<file path="config.mk">
export PLATFORM = sky130hd
export DESIGN_NAME = hsfp_calc
export DESIGN_NICKNAME = d
export VERILOG_FILES = /design/src/rtl/heat_stencil_five_point_assert.svh /design/src/rtl/hsfp_pkg.sv /design/src/rtl/hsfp_calc.sv
export SDC_FILE = /design/constraint.sdc
export NUM_CORES = 2
export LEC_CHECK = 0
export BUFFER_PORTS_ARGS = -buffer_cell sky130_fd_sc_hd__clkbuf_2
export CELL_PAD_IN_SITES_DETAIL_PLACEMENT = 1
export CELL_PAD_IN_SITES_GLOBAL_PLACEMENT = 1
export CORE_ASPECT_RATIO = 1.75
export CORE_UTILIZATION = 55
export CTS_CLUSTER_DIAMETER = 100
export CTS_CLUSTER_SIZE = 10
export DETAILED_ROUTE_END_ITERATION = 10
export GPL_ROUTABILITY_DRIVEN = 0
export GPL_TIMING_DRIVEN = 0
export HOLD_SLACK_MARGIN = 0.08
export PLACE_DENSITY_LB_ADDON = 0.1
export RECOVER_POWER = 25
export SYNTH_ARGS = -nofsm -noshare
export SYNTH_HDL_FRONTEND = slang
export SYNTH_SLANG_ARGS = --single-unit
</file>
<file path="constraint.sdc">
create_clock -name clk_i -period 9.87 [get_ports clk_i]
set_input_delay 0.4935 -clock clk_i [delete_from_list [all_inputs] [get_ports clk_i]]
set_output_delay 0.4935 -clock clk_i [all_outputs]
set_load 0.01 [all_outputs]
</file>
<file path="src/rtl/heat_stencil_five_point_assert.svh">
// Assertion macros used by the heat_stencil_five_point RTL.
// Users must have clk_i and rst_ni in scope where the macros expand.
`ifndef HEAT_STENCIL_FIVE_POINT_ASSERT_SVH
`define HEAT_STENCIL_FIVE_POINT_ASSERT_SVH

// The consequent must hold in the same cycle as the antecedent.
`define HSFP_ASSERT_IMP(name, ante, cons) \
  name: assert property (@(posedge clk_i) disable iff (!rst_ni) (ante) |-> (cons)) \
    else $error("%m: assertion failed");

// The consequent must hold in the cycle after the antecedent.
`define HSFP_ASSERT_NXT(name, ante, cons) \
  name: assert property (@(posedge clk_i) disable iff (!rst_ni) (ante) |=> (cons)) \
    else $error("%m: assertion failed");

`endif

</file>
<file path="src/rtl/hsfp_pkg.sv">
// Shared widths, defaults and data types of the five-point heat stencil.
// No dependencies.
package hsfp_pkg;

  localparam int VALUE_W = 32;
  localparam int COEF_W  = 16;
  localparam int SIZE_W  = 11;
  localparam int DIFF_W  = VALUE_W + 2;

  localparam int MAX_ROW_POINTS_DEF = 1024;
  localparam int MAX_ROWS_DEF       = 1024;

  typedef logic signed [VALUE_W-1:0] value_t;
  typedef logic signed [DIFF_W-1:0]  diff_t;
  typedef logic [COEF_W-1:0]         coef_t;

endpackage

</file>
<file path="src/rtl/hsfp_calc.sv">
// Scaled second differences plus center value, with saturation.
// Depends on hsfp_pkg. One register stage after the multipliers.
module hsfp_calc (
  input  logic            clk_i,
  input  hsfp_pkg::diff_t dxx_i,
  input  hsfp_pkg::diff_t dyy_i,
  input  hsfp_pkg::value_t u_i,
  input  hsfp_pkg::coef_t coef_x_i,
  input  hsfp_pkg::coef_t coef_y_i,
  output hsfp_pkg::value_t value_o
);
  import hsfp_pkg::*;

  localparam int PROD_W = DIFF_W + COEF_W + 1;
  localparam int SH_W   = PROD_W - COEF_W;
  localparam int SUM_W  = SH_W + 2;

  logic signed [PROD_W-1:0] prod_x_d, prod_y_d, prod_x_q, prod_y_q;
  logic signed [SH_W-1:0]   sh_x, sh_y;
  logic signed [SUM_W-1:0]  sum;
  value_t                   u_q;

  assign prod_x_d = PROD_W'(dxx_i) * PROD_W'($signed({1'b0, coef_x_i}));
  assign prod_y_d = PROD_W'(dyy_i) * PROD_W'($signed({1'b0, coef_y_i}));

  always_ff @(posedge clk_i) begin
    prod_x_q <= prod_x_d;
    prod_y_q <= prod_y_d;
    u_q      <= u_i;
  end

  assign sh_x = SH_W'(prod_x_q >>> COEF_W);
  assign sh_y = SH_W'(prod_y_q >>> COEF_W);
  assign sum  = SUM_W'(u_q) + SUM_W'(sh_x) + SUM_W'(sh_y);

  always_comb begin
    if (sum[SUM_W-1:VALUE_W-1] == '0 || sum[SUM_W-1:VALUE_W-1] == '1) begin
      value_o = sum[VALUE_W-1:0];
    end else if (sum[SUM_W-1]) begin
      value_o = {1'b1, {(VALUE_W-1){1'b0}}};
    end else begin
      value_o = {1'b0, {(VALUE_W-1){1'b1}}};
    end
  end

endmodule

</file>
=== Word level (Yosys, flattened, before mapping) ===
Cells that the tools add are included.

* Add/sub/neg operators: 2
* $mul: 2
* Divide/modulo/power cells: 0
* Magnitude comparators: 0
* Equality and inequality tests: 1
* Shifts and indexed selects: 0
* Muxes and demuxes: 2
* Bitwise logic cells: 0
* Reduce and logical (&&, ||, !) cells: 2

{| class="wikitable"
|+ Operators by type and width
! cell !! count
|-
| 34-bit by 17-bit multiplier with 51-bit output || 2
|-
| 32-bit two-way mux || 2
|-
| 36-bit by 35-bit adder with 37-bit output || 1
|-
| 32-bit by 35-bit adder with 36-bit output || 1
|-
| 6-bit equality test, second input constant || 1
|-
| 6-bit logical NOT || 1
|-
| 1-bit logical OR || 1
|}

* Flip-flop bits (word level): 134
* Latch bits: 0
* RAM bits: 0
* Memory bits (read-only): 0
* Input bits: 133
* Output and inout port bits: 32
* Word-level logic and storage cells: 12
* Memories kept: 0

=== Longest topological paths before layout ===
* Word-level depth: 5
* Depth in mapped cells: 27

=== Least setup slack after synthesis ===
OpenSTA, ideal clock, no wires.

* Path type: input-to-reg
* Start: in coef_y_i[8]
* End: reg prod_y_q[47]
* Setup time: 72 ps
* Data arrival time: 6724 ps
* Data required time: 9798 ps
* Path slack: 3074 ps
* Stages on the path: 24
* Path through: clkbuf_1 > clkbuf_1 > nand2_1 > fa_1 > inv_1 > fa_1 > fa_1 > fa_1 > fa_1 > inv_1 > fa_1 > inv_1 > ha_1 > a21o_1 > a21o_1 > a21o_1 > a221o_1 > a211oi_2 > nor2b_1 > a311oi_2 > nor3_1 > or3_1 > a31oi_1 > xnor2_1

* Cells in the longest elaborated chain, start to end: 1

{| class="wikitable"
|+ Ends and longest elaborated chain
! what !! line !! source
|-
| start, declared || hsfp_calc.sv:9 || <nowiki>input hsfp_pkg::coef_t coef_y_i,</nowiki>
|-
| 34-bit by 17-bit multiplier with 51-bit output || hsfp_calc.sv:24 || <nowiki>assign prod_y_d = PROD_W'(dyy_i) * PROD_W'($signed({1'b0, coef_y_i}));</nowiki>
|-
| named net prod_y_d[47] || hsfp_calc.sv:18 || <nowiki>logic signed [PROD_W-1:0] prod_x_d, prod_y_d, prod_x_q, prod_y_q;</nowiki>
|-
| end signal, assigned || hsfp_calc.sv:28 || <nowiki>prod_y_q <= prod_y_d;</nowiki>
|-
| end, declared || hsfp_calc.sv:18 ||
|}

The timed path passes the listed nets, and every way through them passes these cells.

=== Worst setup path after layout ===
* Start: in coef_y_i[9]
* End: reg prod_y_q[47]

Same word-level chain as after synthesis.

==> results.cfg <==
[clocking]
htree_levels = 3
cts_hold_buf = 0
cts_made_buffers = 9
clock-root-buffer = clkbuf_16
cts_tree = built
clk_pin_slew_ps = 80
cts_resized = 0
ctsLongestPathBuffers = 2
clock_sinks = 102
post-cts-setup-buffer-count = 0

[drt]
vias = 32200
vias_per_cell = 5.68
drc = 0
drtIter0Drc = 1483
wl_um = 139000
wire_per_inst_um = 24.5
drtAntennaViolNets = 0
drt-pass1-iter-count = 5

[layout]
drive_gt1_frac = 0.0403
syn_to_final_growth_pct = 5.47
final_area_um2 = 43700
fin_nets = 6204
fill_cells = 8855

[synth]
syn_area_um2 = 41500
netlist_instances = 4564
yosysTopAreaCell = fa_1
avgSynthCellArea_um2 = 9.08
yosysSeqAreaShare = 0.0493
synthTopCellsByArea = fa_1 51%, inv_1 11%, ha_1 8.2%
synthDistinctLibCells = 76
async_reset_ff_frac = 0
yosys_warnings = 0
yosysTopAreaCellShare = 0.515
synth_ff_type = dfxtp_1
synth_edf_count = 0
ys_ff_latch = 102
synth_nets = 6036

[grt]
grt_pass1_wl_um = 215000
grt_pass1_vias = 38200
grt_antenna_before_repair = 3
gr-usage-all-layers = 0.383
grt_overflow = 0
grt_max_degree = 22

[floorplan]
core_area_um2 = 74300
die_x_um = 210
start_util = 0.558
die-area_um2 = 76500
die-height_um = 365
row_count = 132
io_pins = 165

[worst_hold_path]
min_path_type = in2reg
min_from = u_i[25]

[setup_path]
crit_start = coef_y_i[9]
path_max_fanout = 10
end_kind = register
critPathLaunchType = input pin
worstSetupPathType = in2reg
cp.required_ps = 10190
arrival_ps = 9490

[placed_design]
dp_hpwl_um = 121000
io_buffer_count = 157
dpl-instance-area_um2 = 43400
pre_cts_ws_ps = 631

[run]
cap_viol_max_count = 1

[run_status]
violations = max-capacitance violations
status = complete, but fails checks

[timing]
max_freq_mhz = 109
maxSlewViolCount = 0
setup_ws_ps = 692
finalSetupViolCount = 0
relSlewSlack = 0.0132
fin_tns_setup_ps = 0
min_period_over_period = 0.930
rsz0062_at_grt = false
period_minus_slack_ps = 9180
worst_pin_slew_ps = 1470
hold_viol_final = 0
## sequential cells by signal (all words and copies together) (netlist names)
name      count
prod_y_q     35
prod_x_q     35
u_q          32
## placed cells by master (no fill, tap or decap), types with 4 or more instances in the layout
cell,count
inv_1,1179
fa_1,1066
nand2_1,746
and2_1,399
ha_1,273
clkbuf_1,191
clkbuf_2,149
a21oi_1,102
dfxtp_1,102
a21o_1,98
xnor2_1,72
nor2_1,47
o21ai_0,46
xor2_1,38
nand3_1,16
nand2b_1,15
and3_1,14
nand4_1,13
nor2b_1,12
nor3_1,12
a31oi_1,12
o211ai_1,10
a211oi_1,9
o21a_1,9
clkbuf_16,9
a41oi_1,5
a2111oi_0,4
nor4_1,4
or3_1,4
o21bai_1,4
a211o_1,4
o31ai_1,4
buf_6,4
## kinds of logic after synthesis
kind of cell | Yosys count | synth area share
compound gates | 348 | 0.0568
xor+xnor | 112 | 0.0243
mux | 4 | 0.00109
fa+ha+maj | 1339 | 0.597
flops | 102 | 0.0493
buf+inv | 1368 | 0.125
simple gates | 1291 | 0.146
## critical path, stage by stage
cell	delay, ps
clkbuf_1	550
clkbuf_1	850
nand2_1	180
fa_1	540
inv_1	50
fa_1	480
fa_1	590
fa_1	470
fa_1	500
inv_1	50
fa_1	480
inv_1	40
ha_1	350
a21oi_1	190
o21ai_1	120
a21o_1	210
a21o_1	180
a311oi_1	1150
nand2_1	600
a311oi_2	530
nor3_1	140
or3_1	380
a31oi_1	210
xnor2_1	130
## per-stage QoR
step,instances,util,hold WS [ps]
4_1_cts,5675,0.588,197
3_3_place_gp,5659,0.584,596
2_1_floorplan,4564,-,521
6_report,5677,0.588,202
3_5_place_dp,5659,0.584,598
5_1_grt,5676,0.588,201
## cells in the mapped netlist (all sizes together) (2+ instances only)
| cell | count |
|---|---|
| a21o | 98 |
| fa | 1066 |
| dfxtp | 102 |
| a21bo | 2 |
| nor4 | 4 |
| a21boi | 5 |
| o31a | 3 |
| nand3 | 16 |
| ha | 273 |
| o21a | 9 |
| clkbuf | 182 |
| and2 | 399 |
| buf | 7 |
| a31o | 3 |
| o21ai | 49 |
| xnor2 | 72 |
| o21bai | 4 |
| nand4 | 13 |
| o31ai | 5 |
| a21oi | 103 |
| a211o | 4 |
| a31oi | 12 |
| xor2 | 40 |
| nor2b | 12 |
| o2111ai | 2 |
| and3 | 14 |
| inv | 1179 |
| nor3 | 12 |
| a41oi | 6 |
| a311oi | 3 |
| a2111oi | 4 |
| o211ai | 11 |
| mux2i | 3 |
| a211oi | 10 |
| nand2 | 747 |
| nor2 | 47 |
| nand2b | 15 |
| or3 | 4 |
| and4 | 3 |
## area by class of cell
type / instances / area (um^2) / area share
multi-input cells: 3094 / 34200 / 0.783
clock buffers: 9 / 225 / 0.00515
diodes: 2 / 5.00 / 0.000114
clock inverters: 7 / 90.1 / 0.00206
well taps: 938 / 1170 / 0.0268
repair buffers: 157 / 776 / 0.0177
flip-flops and latches: 102 / 2040 / 0.0467
plain buffers: 189 / 751 / 0.0172
inverters: 1179 / 4430 / 0.101
## layer usage
metal | wire [um] | global-route usage | vias up
met5 | 31 | 0 | -
met4 | 14600 | 0.334 | 4
li1 | - | - | 13500
met3 | 6930 | 0.0506 | 621
met2 | 74300 | 0.713 | 1253
met1 | 43300 | 0.369 | 16800
## path summary, 6_finish.rpt
path	endpoint	depth (start not counted)	slack (ps)
worst min-delay path	u_q[25]	1	200
worst max-delay path	prod_y_q[47]	24	690
Power is left out: the tool's default activity adds up to more than one toggle a clock period on the data nets, which glitch-free logic cannot reach.
